===== src/hw/rtl/context_cache_with_page_translation_assert.svh =====
// assertion macros for the context cache
`ifndef CONTEXT_CACHE_WITH_PAGE_TRANSLATION_ASSERT_SVH
`define CONTEXT_CACHE_WITH_PAGE_TRANSLATION_ASSERT_SVH

`ifndef ASSERT_OFF
`define CCPT_ASSERT_IMP(lbl, ante, cons) \
  lbl: assert property (@(posedge clk) disable iff (!rst_n) (ante) |-> (cons)) \
    else $error("implication check failed");
`define CCPT_ASSERT_NXT(lbl, ante, cons) \
  lbl: assert property (@(posedge clk) disable iff (!rst_n) (ante) |=> (cons)) \
    else $error("next-cycle check failed");
`else
`define CCPT_ASSERT_IMP(lbl, ante, cons)
`define CCPT_ASSERT_NXT(lbl, ante, cons)
`endif

`endif


===== src/hw/rtl/ccpt_pkg.sv =====
package ccpt_pkg;

  localparam int CAPACITY_DEF   = 16;
  localparam int PAGE_SLOTS_DEF = 1024;
  localparam int PAGE_SHIFT     = 12;

  localparam int KEY_W  = 24;
  localparam int DATA_W = 64;
  localparam int TAG_W  = 8;
  localparam int VA_W   = 37;
  localparam int ES_W   = 13;
  localparam int BASE_W = 32;
  localparam int CFG_W  = 32;
  localparam int LFSR_W = 16;

  localparam logic [LFSR_W-1:0] LFSR_RESET       = 16'hACE1;
  localparam logic [ES_W-1:0]   ENTRY_SIZE_RESET = 13'd64;
  localparam logic [11:0]       OFF_MASK         = 12'hfff;

  localparam logic [0:0] CFG_ICM_BASE   = 1'b0;
  localparam logic [0:0] CFG_ENTRY_SIZE = 1'b1;

  typedef enum logic [1:0] {
    REQ_READ  = 2'd0,
    REQ_WRITE = 2'd1,
    REQ_FILL  = 2'd2,
    REQ_MAP   = 2'd3
  } req_type_t;

  localparam logic [2:0] KIND_DATA  = 3'd0;
  localparam logic [2:0] KIND_DMA   = 3'd1;
  localparam logic [2:0] KIND_WB    = 3'd2;
  localparam logic [2:0] KIND_BUSY  = 3'd3;
  localparam logic [2:0] KIND_RANGE = 3'd4;

  typedef struct packed {
    logic              hit;
    logic              has_free;
  } lookup_t;

  typedef struct packed {
    logic mul_en;
    logic rd_en;
    logic map_en;
  } xlat_ctl_t;

  typedef struct packed {
    logic in_range;
    logic map_ok;
  } xlat_stat_t;

  typedef struct packed {
    logic [2:0]        kind;
    logic [63:0]       addr;
    logic [DATA_W-1:0] data;
    logic [KEY_W-1:0]  entry;
    logic [TAG_W-1:0]  tag;
    logic              last;
  } res_t;

endpackage


===== src/hw/rtl/ccpt_tags.sv =====
module ccpt_tags #(
  parameter int CAPACITY = 16
) (
  input  logic                        clk,
  input  logic                        rst_n,
  input  logic [ccpt_pkg::KEY_W-1:0]  lk_key,
  output ccpt_pkg::lookup_t           lk,
  output logic [$clog2(CAPACITY)-1:0] hit_idx,
  output logic [$clog2(CAPACITY)-1:0] free_idx,
  output logic [$clog2(CAPACITY)-1:0] victim_idx,
  output logic [ccpt_pkg::KEY_W-1:0]  victim_key,
  output logic                        victim_ok,
  input  logic                        wr_en,
  input  logic [$clog2(CAPACITY)-1:0] wr_idx,
  input  logic [ccpt_pkg::KEY_W-1:0]  wr_key,
  input  logic                        step
);
  import ccpt_pkg::*;

  localparam int IDX_W   = $clog2(CAPACITY);
  localparam int SH      = LFSR_W + IDX_W;
  localparam int RECIP_W = 18;
  localparam int PROD_W  = LFSR_W + RECIP_W;
  localparam logic [RECIP_W-1:0] RECIP = RECIP_W'((2 ** SH + CAPACITY - 1) / CAPACITY);

  logic [KEY_W-1:0]  keys_r [CAPACITY];
  logic [CAPACITY-1:0] valid_r;
  logic [LFSR_W-1:0] lfsr_r, lfsr_nxt, lfsr_d_r;
  logic [PROD_W-1:0] prod_r, prod_sh;
  logic [LFSR_W-1:0] quot, rem;
  logic [IDX_W-1:0]  victim_r;
  logic [1:0]        settle_r;

  always_comb begin
    lk.hit      = 1'b0;
    lk.has_free = 1'b0;
    hit_idx     = '0;
    free_idx    = '0;
    for (int i = 0; i < CAPACITY; i++) begin
      if (valid_r[i] && keys_r[i] == lk_key) begin
        lk.hit  = 1'b1;
        hit_idx = IDX_W'(i);
      end
    end
    for (int i = CAPACITY - 1; i >= 0; i--) begin
      if (!valid_r[i]) begin
        lk.has_free = 1'b1;
        free_idx    = IDX_W'(i);
      end
    end
  end

  // lfsr mod capacity through a reciprocal multiply
  assign lfsr_nxt = {lfsr_r[0] ^ lfsr_r[2] ^ lfsr_r[3] ^ lfsr_r[5], lfsr_r[LFSR_W-1:1]};
  assign prod_sh  = prod_r >> SH;
  assign quot     = prod_sh[LFSR_W-1:0];
  assign rem      = lfsr_d_r - LFSR_W'(quot * LFSR_W'(CAPACITY));

  assign victim_idx = victim_r;
  assign victim_key = keys_r[victim_r];
  assign victim_ok  = (settle_r == 2'd0);

  always_ff @(posedge clk) begin
    if (!rst_n) begin
      valid_r  <= '0;
      lfsr_r   <= LFSR_RESET;
      settle_r <= 2'd2;
    end else begin
      if (wr_en) begin
        valid_r[wr_idx] <= 1'b1;
      end
      if (step) begin
        lfsr_r   <= lfsr_nxt;
        settle_r <= 2'd2;
      end else if (settle_r != 2'd0) begin
        settle_r <= settle_r - 2'd1;
      end
    end
  end

  always_ff @(posedge clk) begin
    if (wr_en) begin
      keys_r[wr_idx] <= wr_key;
    end
    prod_r   <= PROD_W'(lfsr_r) * PROD_W'(RECIP);
    lfsr_d_r <= lfsr_r;
    victim_r <= rem[IDX_W-1:0];
  end

endmodule


===== config.mk =====
export PLATFORM = sky130hd
export DESIGN_NAME = ccpt_tags
export DESIGN_NICKNAME = d
export VERILOG_FILES = /design/src/hw/rtl/context_cache_with_page_translation_assert.svh /design/src/hw/rtl/ccpt_pkg.sv /design/src/hw/rtl/ccpt_tags.sv
export SDC_FILE = /design/constraint.sdc
export NUM_CORES = 1
export LEC_CHECK = 0
export BUFFER_PORTS_ARGS = -buffer_cell sky130_fd_sc_hd__buf_2
export CAP_MARGIN = 20
export CORE_MARGIN = 1.5
export CORE_UTILIZATION = 65
export CTS_CLUSTER_SIZE = 12
export DETAILED_ROUTE_END_ITERATION = 16
export HOLD_SLACK_MARGIN = 0.05
export PLACE_DENSITY = 0.84
export SYNTH_ARGS = -nofsm -noshare
export SYNTH_HDL_FRONTEND = slang
export SYNTH_SLANG_ARGS = --single-unit

===== constraint.sdc =====
create_clock -name clk -period 5 [get_ports clk]
set_input_delay 0.5 -clock clk [delete_from_list [all_inputs] [get_ports clk]]
set_output_delay 0.5 -clock clk [all_outputs]
set_load 0.01 [all_outputs]

==> results by group <==
Clock network
  – CTS tree: yes
  – TritonCTS Sinks: 426
  – Insertion delay to the later sink of the worst-skew pair: about 0.54 ns
  – # hold bufs at CTS: 0
  – Buffer levels on the longest clock path: 3
  – Number of setup buffers added after CTS: 0
  – Number of buffers created by CTS: 44
  – PostCTS Resize Cnt: 0
  – Clock root buffer master: sky130_fd_sc_hd__clkbuf_16
  – CTS HTree Levels: 2
  – Clock transition at path regs: roughly 0.060 ns

Yosys
  – Most used flip-flop cell after synthesis: sky130_fd_sc_hd__edfxtp_1
  – Area fraction in compound gates after synthesis: 0.0128
  – Number of synthesized register bits: 426
  – Post-Synth Simple-Gate Area: 0.0586
  – Number of library cell types mapped by synthesis: 49
  – Cell types with the largest area share after synthesis: sky130_fd_sc_hd__edfxtp_1 55%, sky130_fd_sc_hd__mux4_2 13%, sky130_fd_sc_hd__xor2_1 9.5%, sky130_fd_sc_hd__xnor2_1 6.7%, sky130_fd_sc_hd__dfxtp_1 4.0%
  – Post-synthesis xor/xnor area fraction: 0.164
  – Adder-Cell Fraction of Synth Area: 0.000600
  – Yosys warning count: 0
  – Number of flops mapped to enable cells by yosys: 384
  – Post-synth top area share: 0.553
  – Sequential cell area fraction in the yosys report: 0.593
  – Share of synthesized registers carrying an async set or reset: 0
  – Top cell type by total area after synthesis: sky130_fd_sc_hd__edfxtp_1
  – Portion of netlist area occupied by mux cells: 0.137
  – Total nets after synthesis: roughly 1300
  – Netlist Area Pre-Place: 20800 um2
  – Gate Count Post-Synth: 1290
  – Largest family of logic cells by synthesized area: XOR/XNOR gates
  – Synthesized area per cell: 16.2 um2

Critical path
  – Crit path required time: between 4 and 5 ns
  – Setup slack on the worst flop-to-flop path: 3.92 ns
  – Slowest-stage cell, CP: sky130_fd_sc_hd__nor4_1
  – Highest cell delay on the worst timing path: 0.74 ns
  – Element type at the critical path start: flip-flop
  – Cell-by-cell listing of the critical path: xor2_1 -> nor4_1 -> nand3_1 -> nor4_2 -> a21bo_1 -> a21boi_1 -> o21ai_1 -> a21oi_1 -> o221ai_1 -> buf_2
  – Crit. End Element: output pin
  – CP bufs+invs: 1
  – CP Class: reg2out
  – Largest delay contributor family on the critical path: simple AND/OR/NAND/NOR gates
  – Critical path peak fanout: 2
  – Arrival time of data at the critical path endpoint: 3.53 ns

STA
  – RSZ-0062 raised after global routing: no
  – Least-Margin Pin Slew: 1.09 ns
  – Count of endpoints failing hold in the final timing report: 0
  – Slew headroom: 0.274
  – Setup clock skew after layout: 0.00468 ns
  – Final critical path time including I/O delays and setup: 4.03 ns
  – Final setup TNS: 0 ns
  – Final Setup Violations: 0
  – Slew Limit Fails: 0
  – Maximum clock frequency: 0.248 GHz
  – Period Utilization, post-route: 0.806

Power
  – Switching power: 1.87 mW
  – Overall power of the completed layout: 7.76 mW
  – VDD IR max: between 0.3 and 0.4 mV
  – Register share of total power: 0.518
  – Internal portion of total power: just under 6 mW
  – Combinational share of power: 0.096
  – Switching share of total power: 0.240
  – Ratio of total power to cell area: 342 nW/um2
  – Static Leak: 7.45 nW
  – Share of power burned in the clock network: 0.386

Placed design
  – Global placement routability congestion: ~1.0
  – Count of buffers from port buffering: 94
  – Post-Place Cells: 1730
  – Post-detailed-placement half-perimeter wirelength: 46000 um

Finish
  – Most frequent cells in the layout: 384 x sky130_fd_sc_hd__edfxtp_1, 227 x sky130_fd_sc_hd__xor2_1, 159 x sky130_fd_sc_hd__xnor2_1
  – Ant diodes: 0
  – Fraction of final layout cells with drive strength greater than 1: 0.231
  – Syn-to-layout area delta: 8.85%
  – Leading cell type in the layout, fill and taps excluded: sky130_fd_sc_hd__edfxtp_1
  – Layout Cells excl Fill: 1806
  – Nets: 1431

GRT
  – Met3 usage in global routing: 0.0635
  – First-pass GRT wire length: 88900 um
  – Pin count of the biggest net entering global routing: 98
  – Overflow left after global routing: 0
  – Met2 capacity usage during global routing: 0.601
  – Met1 Resource Use GR: 0.556
  – Vias in the first global route: between 10000 and 15000
  – Overall routing resource usage: 0.393
  – Gr busiest metal: met2
  – Initial antenna violation count: 3

Floorplanning
  – Starting density of the core: 0.661
  – Core region area: 31600 um2
  – Overall die area: around 33000 um2
  – Cell Rows: 65
  – Number of ports placed on the die boundary: 95
  – Height of the die: 182 um
  – Die W: 182 um

Run status
  – Run status: complete, no violations

Route
  – Post-detailed-route DRC marker count: 0
  – Mean number of vias per cell: 7.00
  – Iteration-0 DRC count of the detailed router: about 2100
  – Drt wl/cell: around 35 um
  – Aggregate routed wire length: 63900 um
  – Antenna-violating nets left: 0
  – Number of detailed-routing iterations run before antenna repair: 5
  – Overall via count from detail_route: 12646

Min path
  – Min-Delay Path Class: reg2reg

Run
  – Number of violations of the max-capacitance limit: 0
state kept, by name (all words and copies together), names as in the netlist:
register,flops
prod_r,4
keys_r,384
lfsr_r,16
valid_r,16
settle_r,2
victim_idx,4
power by group through the flow:
| stage | clock network, mW | registers (mW) | logic [mW] |
|---|---|---|---|
| 5_1_grt | 3.12 | 4.03 | 0.768 |
| 6_report | 2.99 | 4.02 | 0.748 |
| 2_1_floorplan | 0 | 4.07 | 0.474 |
| 3_3_place_gp | 0 | 4.09 | 0.725 |
| 3_5_place_dp | 0 | 4.09 | 0.730 |
| 4_1_cts | 3.00 | 4.02 | 0.735 |
Yosys cell counts (all sizes together), types with 2 or more instances:
master / number
mux2i: 15
a21bo: 2
clkbuf: 25
o21ai: 5
nand4: 54
o211ai: 2
nor2b: 8
nand2: 24
nor2: 16
inv: 7
nand3: 18
o21a: 16
edfxtp: 384
a21boi: 4
mux4: 120
nand3b: 3
nand2b: 3
a21oi: 2
nor4: 49
xor2: 229
xnor2: 159
dfxtp: 42
nor3: 34
a31oi: 2
buf: 56
layout make-up:
class	count	area [um2]
Clock inverter	12	72.6
Timing Repair Buffer	119	683
Clock buffer	64	1200
Sequential cell	426	12400
Tap cell	402	503
Multi-Input combinational cell	776	7830
Inverter	7	26.3
Fill cell	2025	8860
logic make-up after synthesis:
group | after synthesis
compound gates | 37
xor+xnor | 388
fa+ha+maj | 1
buf+inv | 88
flops | 426
mux | 136
simple gates | 214
per-stage QoR:
stage / utilization / cell area [um2] / setup slack (ns) / hold WS (ns)
2_1_floorplan: - / 20800 / 1.83 / 0.310
3_3_place_gp: 0.679 / 21400 / 1.22 / 0.310
4_1_cts: 0.719 / 22700 / 1.11 / 0.323
6_report: 0.719 / 22700 / 0.968 / 0.323
3_5_place_dp: 0.679 / 21400 / 1.24 / 0.312
5_1_grt: 0.719 / 22700 / 1.03 / 0.325
per-layer routing:
| metal | vias to the layer above | wire, um |
|---|---|---|
| li1 | 5083 | - |
| met2 | 1005 | 29500 |
| met4 | 0 | 3710 |
| met3 | 175 | 7660 |
| met5 | - | 0 |
| met1 | 6383 | 23000 |
path summary, 6_finish.rpt:
check,cells past startpoint,endpoint,startpoint
worst min register to register,0,victim_idx[0],prod_r[16]
worst max register to register,4,settle_r[1],settle_r[0]
worst max-delay path,10,hit_idx[0],keys_r[1][19]
worst min-delay path,0,victim_idx[0],prod_r[16]
(Power assumes the default switching activity.)
