File: config.mk
export PLATFORM = sky130hd
export DESIGN_NAME = ccpt_ram
export DESIGN_NICKNAME = d
export VERILOG_FILES = /design/src/hw/rtl/context_cache_with_page_translation_assert.svh /design/src/hw/rtl/ccpt_ram.sv
export SDC_FILE = /design/constraint.sdc
export NUM_CORES = 1
export LEC_CHECK = 0
export ABC_CLOCK_PERIOD_IN_PS = 7700
export BUFFER_PORTS_ARGS = -buffer_cell sky130_fd_sc_hd__buf_2
export CORE_UTILIZATION = 30
export CTS_CLUSTER_DIAMETER = 60
export DETAILED_ROUTE_END_ITERATION = 10
export SYNTH_ARGS = -nofsm -noshare
export SYNTH_HDL_FRONTEND = slang
export SYNTH_SLANG_ARGS = --single-unit
export TNS_END_PERCENT = 1
File: constraint.sdc
create_clock -name clk -period 7.7 [get_ports clk]
set_input_delay 1.54 -clock clk [delete_from_list [all_inputs] [get_ports clk]]
set_output_delay 1.54 -clock clk [all_outputs]
set_load 0.01 [all_outputs]
File: src/hw/rtl/context_cache_with_page_translation_assert.svh
// assertion macros for the context cache
`ifndef CONTEXT_CACHE_WITH_PAGE_TRANSLATION_ASSERT_SVH
`define CONTEXT_CACHE_WITH_PAGE_TRANSLATION_ASSERT_SVH

`ifndef ASSERT_OFF
`define CCPT_ASSERT_IMP(lbl, ante, cons) \
  lbl: assert property (@(posedge clk) disable iff (!rst_n) (ante) |-> (cons)) \
    else $error("implication check failed");
`define CCPT_ASSERT_NXT(lbl, ante, cons) \
  lbl: assert property (@(posedge clk) disable iff (!rst_n) (ante) |=> (cons)) \
    else $error("next-cycle check failed");
`else
`define CCPT_ASSERT_IMP(lbl, ante, cons)
`define CCPT_ASSERT_NXT(lbl, ante, cons)
`endif

`endif

File: src/hw/rtl/ccpt_ram.sv
module ccpt_ram #(
  parameter int WIDTH = 64,
  parameter int DEPTH = 16
) (
  input  logic                     clk,
  input  logic                     we,
  input  logic [$clog2(DEPTH)-1:0] waddr,
  input  logic [WIDTH-1:0]         wdata,
  input  logic                     re,
  input  logic [$clog2(DEPTH)-1:0] raddr,
  output logic [WIDTH-1:0]         rdata
);

  logic [WIDTH-1:0] mem_r [DEPTH];

  always_ff @(posedge clk) begin
    if (we) begin
      mem_r[waddr] <= wdata;
    end
    if (re) begin
      rdata <= mem_r[raddr];
    end
  end

endmodule

==> results.md, run 1 <==
* Status: complete, no violations
* WL met1 at 41160 µm
* Clk slew on worst S/H paths at 0.06 ns
* R2R Path Start: mem_r[0][45]$_DFFE_PP_
* Post-CTS sizing at 0
* Clock skew at 0.01366 ns
* Routed Antenna Nets at 0
* First-pass DRT Iterations at 5
* Met3 WL at 5769 µm
* Yosys cell types at 17
* Worst relative slew slack at approximately a quarter
* CP Launch Type: primary input
* Vias in the first global route at 19162
* Vias at between 15000 and 20000
* CTS tree: built
* Detailed Route WL at 94760 µm
* Fraction of registers with async set/reset at 0%
* Routed len/inst at 25.56 µm
* Worst path bufs/invs at 2
* YS warnings at 0
* Chip width at 368.2 µm
* Synth area leader: edfxtp_1
* Synth Register Bits at 1088
* Register area at 32670 µm²
* Pwr Total at 0.01256 W
* Cts hold-fix bufs at 0
* Multi-input logic area at 7234 µm²
* Highest Clock Rate at 0.2781 GHz
* Syn Area/Cell at 24.42 µm²
* Number of flops mapped to enable cells by yosys at 1088
* MaxCap Viol Count at 0
* Share of the synthesized area in the top cell type at approximately four fifths
* Cell family with most CP delay: simple AND/OR/NAND/NOR gates
* Crit path DAT at 3.89 ns
* # fillers at around 12000
* Die ar. at 135500 µm²
* Share of cells above drive strength 1 at 31.55%
* Critical Path Source: waddr[2]
* Root Buffer: clkbuf_16
* Final nets at 1928
* Pin count of the biggest net entering global routing at 112
* Commonest cells post-synth: edfxtp_1 (1088), mux4_2 (256), a22oi_1 (128), nand2_1 (65), clkbuf_1 (36)
* Cell with the most instances after synthesis: edfxtp_1
* Metal2 WL at 45890 µm
* GRT Overall Usage at between 10% and 20%
* PwrDens at 268.6 nW/µm²
* First-pass GRT wire length at 136000 µm
* Row count at approximately 130
* Setup_tns at 0 ns
* Max Buffers Root-to-Sink at 3
* Sequential share of the synthesized area at 81.23%
* Mapped Cells at 1647
* H-tree depth at 3
* RD Place Congestion at 0.7013
* Initial Util at a little under a third
* Synth Cell Area at 40220 µm²
* Ranking of synthesized cells by area: edfxtp_1 (81%), mux4_2 (14%), a22oi_1 (2.4%)
* Pleak at 14.63 nW
* PortBufs at 138
* Crit-path cells: buf_2, or3b_2, nor2_4, buf_4
* Required time worst endpoint at roughly 8.0 ns
* Hold path startpoint: mem_r[15][25]$_DFFE_PP_
* Min-delay worst type: flip-flop to flip-flop
* CTS sink cnt at about 1100
* # setup viols final at 0
* Core Region at ~130000 µm²
* Die height at 368.2 µm
* Fin crit share at 46.70%
* Crit end category: flip-flop
* Clock Latency Late Sink at 0.68 ns
* Kind of critical path: primary input to flip-flop
* Highest routed metal layer: met5
* Antenna violations before repair at 23
* Final hold violation count at 0
* Num CTS Buffers at 110
* Worst Max-Slew Pin Slew at 1.112 ns
* Slowest CP cell: buf_4
* Top FF cell, synth: edfxtp_1
* Post-CTS Setup Repair Bufs at 0
* RSZ-0062 raised after global routing: false
* DR iter-0 viols at 1630
* Net count after synthesis at 1722
* Vias/cell at 4.874
* I/O pins at 139
* CP peak stage delay at 0.84 ns
* Overflow after GRT at 0
* Post-DP HPWL at 48400 µm
* Post-route DRC at 0
* VDD IR-drop max at 0.1578 mV
* Post-route minimum period at ~3.6 ns
* Max FO, Critical Path at 44
* Slew Limit Fails at 0
* Area growth, synth to finish at 16.24%
-- tightest hold or removal path, stage by stage (launching register included) --
cell	delay [ns]
edfxtp_1	0.31
mux4_2	0.22
a22oi_1	0.06
nand2_1	0.05
-- worst paths after layout --
| check | slack [ns] | depth (start not counted) | end |
|---|---|---|---|
| setup / recovery | 4.10 | 4 | mem_r[3][37]$_DFFE_PP_ |
| hold / removal | 0.75 | 3 | rdata[25]$_DFFE_PP_ |
| setup reg to reg | 6.08 | 3 | rdata[45]$_DFFE_PP_ |
| hold reg to reg | 0.75 | 3 | rdata[25]$_DFFE_PP_ |
-- metrics by stage --
step,cells,hold WS (ns),util (%),setup WS [ns],area (µm²)
CTS,3704,0.7412,35.34,4.068,46750
global route,3704,0.7739,35.34,3.946,46750
finish,3707,0.7453,35.34,4.104,46760
floorplan,1647,0.7103,-,0.7312,40220
global placement,3496,0.7242,32.62,3.329,43150
detailed placement,3496,0.7273,32.62,3.367,43150
-- cells in the final DEF (no fill, tap or decap), types with 3 or more instances in the layout --
cell type and n:
buf_4 38, nand2_1 65, clkinv_8 4, inv_6 5
a22oi_1 128, clkbuf_1 17, bufinv_16 11, clkinv_1 31
clkinvlp_4 4, mux4_2 256, buf_12 3, clkinv_2 20
nor2_4 13, nor3_2 4, edfxtp_1 1088, buf_2 135
diode_2 3, clkbuf_16 111
-- per-layer routing --
layer / global-route usage [%] / up-vias
met5: 0 / -
met4: 3.559 / 12
met3: 2.674 / 148
met2: 22.59 / 556
met1: 19.04 / 9800
li1: - / 7551
-- where the power goes --
part / internal [W] / switching, W
registers: 0.00667 / 0.0000451
clock network: 0.00303 / 0.00224
logic: 0.000221 / 0.000348
total: 0.00992 / 0.00264
-- flip-flops by register name, indices dropped and copies added, names as in the netlist --
signal	count
mem_r	1024
rdata	64
-- area by class of cell --
cell class	count	area share [%]
clock buffer	128	6.077
multi-input combinational	475	15.47
timing repair buffer	178	2.248
sequential	1088	69.88
clock inverter	80	1.614
tap	1755	4.696
antenna	3	0.01606
-- cell families (layout without fill, tap and decap cells) --
| group | Yosys count | after routing | synth area share [%] |
|---|---|---|---|
| AND/OR/NAND/NOR | 91 | 91 | 0.9270 |
| buffers and inverters | 84 | 386 | 1.123 |
| multiplexers | 256 | 256 | 14.33 |
| other | 0 | 3 | 0 |
| AO/OA/AOI/OAI | 128 | 128 | 2.389 |
| flip-flops | 1088 | 1088 | 81.23 |
(Power assumes the default switching activity.)
==> inputs of run 2 (changes only) <==
Settings changed: ABC_CLOCK_PERIOD_IN_PS 7700 to 3300.
Clock period 7.7 ns to 3.3 ns, I/O delays scaled along.
==> run 2 against run 1 <==
Combinational power grew 140%. Sequential cell count unchanged. Highest routed layer unchanged. Clock power grew 130%. Non-clock buffer count increased by 15. Largest power group unchanged. Critical path depth down 3. Die area is the same. Global-route usage fell by 0.18 points. Sequential share of layout area decreased by 0.62 points. Cell count is 0.22% higher. Via count down 0.14%. Clock-buffer cell count is 11 lower. Total power grew 130%.
==> results.md, run 2 (synthesized netlist as in run 1, its figures left out) <==
* Status: complete, no violations
* Post-route DRC at 0 (unchanged)
* Detailed Route WL at 93440 µm (-1.4%)
* Post-CTS sizing at 0 (unchanged)
* CTS tree: built
* Vias in the first global route at 19176 (+0.073%)
* Max Buffers Root-to-Sink at 3 (unchanged)
* Vias/cell at 4.857 (-0.35%)
* Die ar. at 135500 µm² (unchanged)
* Worst path bufs/invs at 1 (-1)
* DR iter-0 viols at 1652 (+1.3%)
* MaxCap Viol Count at 0 (unchanged)
* Row count at 133 (unchanged)
* Register name with the most flops: mem_r
* Final hold violation count at 0 (unchanged)
* Clock skew at 0.02408 ns (+0.01042 ns)
* Post-route minimum period at 2.088 ns
* Routed Antenna Nets at 0 (unchanged)
* Post-DP HPWL at 47170 µm (-2.6%)
* Highest Clock Rate at 0.4789 GHz
* Clock power frac at 41.2% (-0.8 points)
* Crit-path cells: buf_2
* PortBufs at 138 (unchanged)
* Pwr Total at 0.02900 W (+130%)
* Worst relative slew slack at 46.70% (+21 points)
* Pleak at 14.72 nW (+0.65%)
* Area growth, synth to finish at 17.29%
* Final nets at 1937 (+0.47%)
* Setup_tns at 0 ns (unchanged)
* Cts hold-fix bufs at 0 (unchanged)
* Max FO, Critical Path at 1 (-98%)
* Sequential share of power at 54.1% (+0.6 points)
* PwrDens at 614.7 nW/µm² (+130%)
* Antenna violations before repair at 34 (+48%)
* Fin crit share at 63.27%
* Post-CTS Setup Repair Bufs at 0 (unchanged)
* Slew Limit Fails at 0 (unchanged)
* VDD IR-drop max at 0.3355 mV (+110%)
* Clk slew on worst S/H paths at 0.06 ns (about the same)
* CP Launch Type: flip-flop
* Overflow after GRT at 0 (unchanged)
* Switching share of power at 20.83% (-0.16 points)
* Top flop regs: mem_r: 1024 flops, rdata: 64 flops
* Clock Latency Late Sink at 0.68 ns (about the same)
* Cell family with most CP delay: flip-flops
* Initial Util at 30.40% (unchanged)
* Root Buffer: clkbuf_16
* Pin count of the biggest net entering global routing at 65 (-42%)
* Switching Power at 0.006039 W (+130%)
* Core Region at 132300 µm² (unchanged)
* CTS sink cnt at 1088 (unchanged)
* GRT Overall Usage at 13.70% (-0.18 points)
* CP peak stage delay at 0.53 ns (-0.31 ns)
* First-pass DRT Iterations at 5 (unchanged)
* Worst Max-Slew Pin Slew at 0.7976 ns (-0.3146 ns)
* Num CTS Buffers at 104 (-5.5%)
* Kind of critical path: flip-flop to primary output
* Routed len/inst at 25.15 µm (-1.6%)
* Combinational share of power at 4.7% (+0.2 points)
* P_int at 0.02296 W (+130%)
* Vias at 18042 (-0.14%)
* Chip width at 368.2 µm (unchanged)
* Slowest CP cell: edfxtp_1
* Share of cells above drive strength 1 at 31.98% (+0.43 points)
* H-tree depth at 3 (unchanged)
* RSZ-0062 raised after global routing: false
* # setup viols final at 0 (unchanged)
* Number of flip-flops in the largest register at 1024 (unchanged)
* Most common cell after layout, fill and taps aside: edfxtp_1
* First-pass GRT wire length at 134800 µm (-0.87%)
* Min-delay worst type: primary input to flip-flop
* Most frequent cells in the layout: edfxtp_1 (1088), mux4_2 (256), buf_2 (135)
* Required time worst endpoint at 2.64 ns (-5.35 ns)
* Die height at 368.2 µm (unchanged)
* Crit path DAT at 1.43 ns (-2.46 ns)
* I/O pins at 139 (unchanged)
* RD Place Congestion at 0.6975 (-0.54%)
* Crit end category: primary output
-- run 2: power groups by stage --
stage               combinational (W)  sequential [W]  clock [W]
CTS                           0.00141          0.0157     0.0122
global route                  0.00149          0.0157     0.0127
detailed placement            0.00140          0.0160          0
global placement              0.00137          0.0160          0
finish                        0.00137          0.0157     0.0119
floorplan                    0.000738          0.0160          0
-- run 2: metrics by stage --
stage	hold slack (ns)	std cells	instance area (µm²)	setup WS, ns	util, %
finish	0.3575	3715	47180	1.212	35.66
CTS	0.3091	3706	47160	1.141	35.64
floorplan	0.7103	1647	40240	-1.054	-
global route	0.3250	3712	47170	1.146	35.66
detailed placement	0.7353	3511	43720	0.7062	33.04
global placement	0.7277	3511	43720	0.7166	33.04
-- run 2: area by class of cell --
| class | instances | area, µm² |
|---|---|---|
| Clock inverter | 78 | 788.3 |
| Timing Repair Buffer | 193 | 1589 |
| Clock buffer | 117 | 2651 |
| Antenna cell | 9 | 22.52 |
| Tap cell | 1755 | 2196 |
| Fill cell | 11947 | 85120 |
| Multi-Input combinational cell | 475 | 7259 |
| Sequential cell | 1088 | 32670 |
-- run 2: worst paths after layout --
| kind | from | end | slack, ns | depth (start not counted) |
|---|---|---|---|---|
| setup / recovery | rdata[62]$_DFFE_PP_ | rdata[62] | 1.21 | 1 |
| hold / removal | wdata[32] | mem_r[13][32]$_DFFE_PP_ | 0.36 | 1 |
| setup reg to reg | mem_r[2][15]$_DFFE_PP_ | rdata[15]$_DFFE_PP_ | 1.70 | 3 |
| hold reg to reg | mem_r[14][62]$_DFFE_PP_ | rdata[62]$_DFFE_PP_ | 0.73 | 3 |
-- run 2: routing by layer --
layer	track usage [%]	vias to the layer above	part of all wire [%]
met5	0	-	0.16
met4	3.304	22	1.6
met3	2.574	136	6.4
met2	21.99	550	48
met1	19.20	9756	44
li1	-	7578	-
==> inputs of run 3 (changes only) <==
Settings changed: ABC_CLOCK_PERIOD_IN_PS 3300 to 1700.
Clock period 3.3 ns to 1.7 ns, I/O delays scaled along.
==> run 3 against run 2 <==
The flow now finishes with violations (setup timing). Global-route usage up 0.85 points. Clock-buffer cell count up 10. Total power up 97%. Sequential power up 94%. Combinational power up 140%. Critical path type unchanged.
==> results.md, run 3 (synthesized netlist as in run 1, its figures left out) <==
* Final nets at 2168 (+12%)
* Vias in the first global route at 20379 (+6.3%)
* Number of flip-flops in the largest register at 1024 (unchanged)
* Reg2Reg Setup Slack at 0.12 ns (-1.58 ns)
* Pin count of the biggest net entering global routing at 29 (-55%)
* Max FO, Critical Path at 1 (unchanged)
* Placed Instance Area at 46040 µm² (+5.3%)
* Worst path bufs/invs at 1 (unchanged)
* Most common cell after layout, fill and taps aside: edfxtp_1
* Crit path DAT at 1.46 ns (+0.03 ns)
* Vias/cell at 4.886 (+0.61%)
* Worst path depth at 1 (unchanged)
* Row count at 133 (unchanged)
* Final core occ at 37.99% (+2.3 points)
* Slew Limit Fails at 0 (unchanged)
* Crit end category: primary output
* Final hold violation count at 0 (unchanged)
* Max Buffers Root-to-Sink at 3 (unchanged)
* Status: finished, violations left
* Clock Latency Late Sink at 0.71 ns (+0.03 ns)
* MaxCap Viol Count at 0 (unchanged)
* Min-delay worst type: primary input to flip-flop
* Post-CTS Setup Repair Bufs at 0 (unchanged)
* RSZ-0062 raised after global routing: true
* Clock skew at 0.03091 ns (+0.006830 ns)
* Num CTS Buffers at 112 (+7.7%)
* Overflow after GRT at 0 (unchanged)
* CTS sink cnt at 1088 (unchanged)
* Routed Antenna Nets at 0 (unchanged)
* Die height at 368.2 µm (unchanged)
* H-tree depth at 3 (unchanged)
* CP Launch Type: flip-flop
* Share of cells above drive strength 1 at 36.49% (+4.5 points)
* Worst Reg-to-Reg Cells at 3 (unchanged)
* Fin crit share at 106.0%
* Register name with the most flops: mem_r
* Required time worst endpoint at 1.36 ns (-1.28 ns)
* GRT Overall Usage at 14.55% (+0.85 points)
* Fin area at 50250 µm² (+6.5%)
* R2r endpoint: rdata[20]$_DFFE_PP_
* Chip width at 368.2 µm (unchanged)
* # fillers at 11725 (-1.9%)
* PortBufs at 138 (unchanged)
* Worst relative slew slack at 68.31% (+22 points)
* Highest Clock Rate at 0.5550 GHz
* Worst Max-Slew Pin Slew at 0.4753 ns (-0.3223 ns)
* Root Buffer: clkbuf_16
* I/O pins at 139 (unchanged)
* First-pass DRT Iterations at 5 (unchanged)
* First-pass GRT wire length at 143000 µm (+6.1%)
* VDD IR-drop max at 0.8913 mV (+170%)
* PwrDens at 1135 nW/µm² (+85%)
* Antenna violations before repair at 16 (-53%)
* Area growth, synth to finish at 24.94%
* Top flop regs: mem_r: 1024 flops, rdata: 64 flops
* Cell family with most CP delay: flip-flops
* Vias at 19271 (+6.8%)
* Critical Path Source: rdata[38]$_DFFE_PP_
* Pleak at 16.19 nW (+10%)
* Failing checks: setup timing
* DR iter-0 viols at 1787 (+8.2%)
* Detailed Route WL at 98670 µm (+5.6%)
* Core Region at 132300 µm² (unchanged)
* Slowest CP cell: edfxtp_1
* Kind of critical path: flip-flop to primary output
* Routed len/inst at 25.02 µm (-0.54%)
* CP peak stage delay at 0.55 ns (+0.02 ns)
* Post-route minimum period at 1.802 ns
* Crit-path cells: buf_6
* Initial Util at 30.40% (unchanged)
* Most frequent cells in the layout: edfxtp_1 (1088), mux4_2 (256), a22oi_1 (128), buf_2 (128), buf_12 (127)
* Crit path capture: rdata[38]
* Clk slew on worst S/H paths at 0.06 ns (about the same)
* Die ar. at 135500 µm² (unchanged)
* CTS tree: built
* # setup viols final at 7 (+7)
* Post-route DRC at 0 (unchanged)
* R2R Path Start: mem_r[11][20]$_DFFE_PP_
* Final Worst Setup Slack at -0.1017 ns (-1.314 ns)
* RD Place Congestion at 0.7665 (+9.9%)
* WHS at 0.1255 ns (-0.2319 ns)
* Pwr Total at 0.05706 W (+97%)
* Post-DP HPWL at 61630 µm (+31%)
* Setup_tns at -0.4198 ns (-0.4198 ns)
[run 3: cell type report]
| cell class | instances | area, µm² | area share, % |
|---|---|---|---|
| Sequential cell | 1088 | 32670 | 65.01 |
| Multi-Input combinational cell | 475 | 7262 | 14.45 |
| Timing Repair Buffer | 416 | 4593 | 9.140 |
| Clock buffer | 127 | 2880 | 5.731 |
| Tap cell | 1755 | 2196 | 4.369 |
| Clock inverter | 78 | 639.4 | 1.272 |
| Antenna cell | 5 | 12.51 | 0.02490 |
[run 3: worst min path at each step]
| stage | startpoint | end | cells past startpoint |
|---|---|---|---|
| 2_1_floorplan | wdata[0] | mem_r[0][0]$_DFFE_PP_ | 0 |
| 3_3_place_gp | wdata[26] | mem_r[11][26]$_DFFE_PP_ | 1 |
| 3_5_place_dp | wdata[59] | mem_r[2][59]$_DFFE_PP_ | 1 |
| 4_1_cts | re | rdata[35]$_DFFE_PP_ | 1 |
| 5_1_grt | re | rdata[33]$_DFFE_PP_ | 1 |
| 6_report | re | rdata[33]$_DFFE_PP_ | 1 |
[run 3: where the power goes]
| part | switching (W) | internal (W) | leakage (nW) | total [W] |
|---|---|---|---|---|
| sequential | 0.000227 | 0.0302 | 9.89 | 0.0305 |
| combinational | 0.00174 | 0.00149 | 4.58 | 0.00323 |
| clock | 0.0103 | 0.0131 | 1.73 | 0.0234 |
[run 3: layer usage]
metal,global-route usage [%],vias to the layer above,wire (µm)
met1,19.92,10407,42140
met3,3.260,132,6858
li1,-,8061,-
met4,3.703,16,1955
met2,23.40,655,47610
met5,0,-,104
[run 3: timing repair]
action                                  4_1_cts  5_1_grt
resized for setup                             6        3
hold endpoints to repair                    979        0
endpoints found under the setup margin       31       20
hold buffers                                 64        0
[run 3: through the flow]
| stage | cells | setup WS (ns) |
|---|---|---|
| floorplan | 1647 | -1.108 |
| global placement | 3670 | -0.3805 |
| detailed placement | 3670 | -0.3736 |
| CTS | 3939 | -0.1926 |
| global route | 3941 | -0.1562 |
| finish | 3944 | -0.1017 |
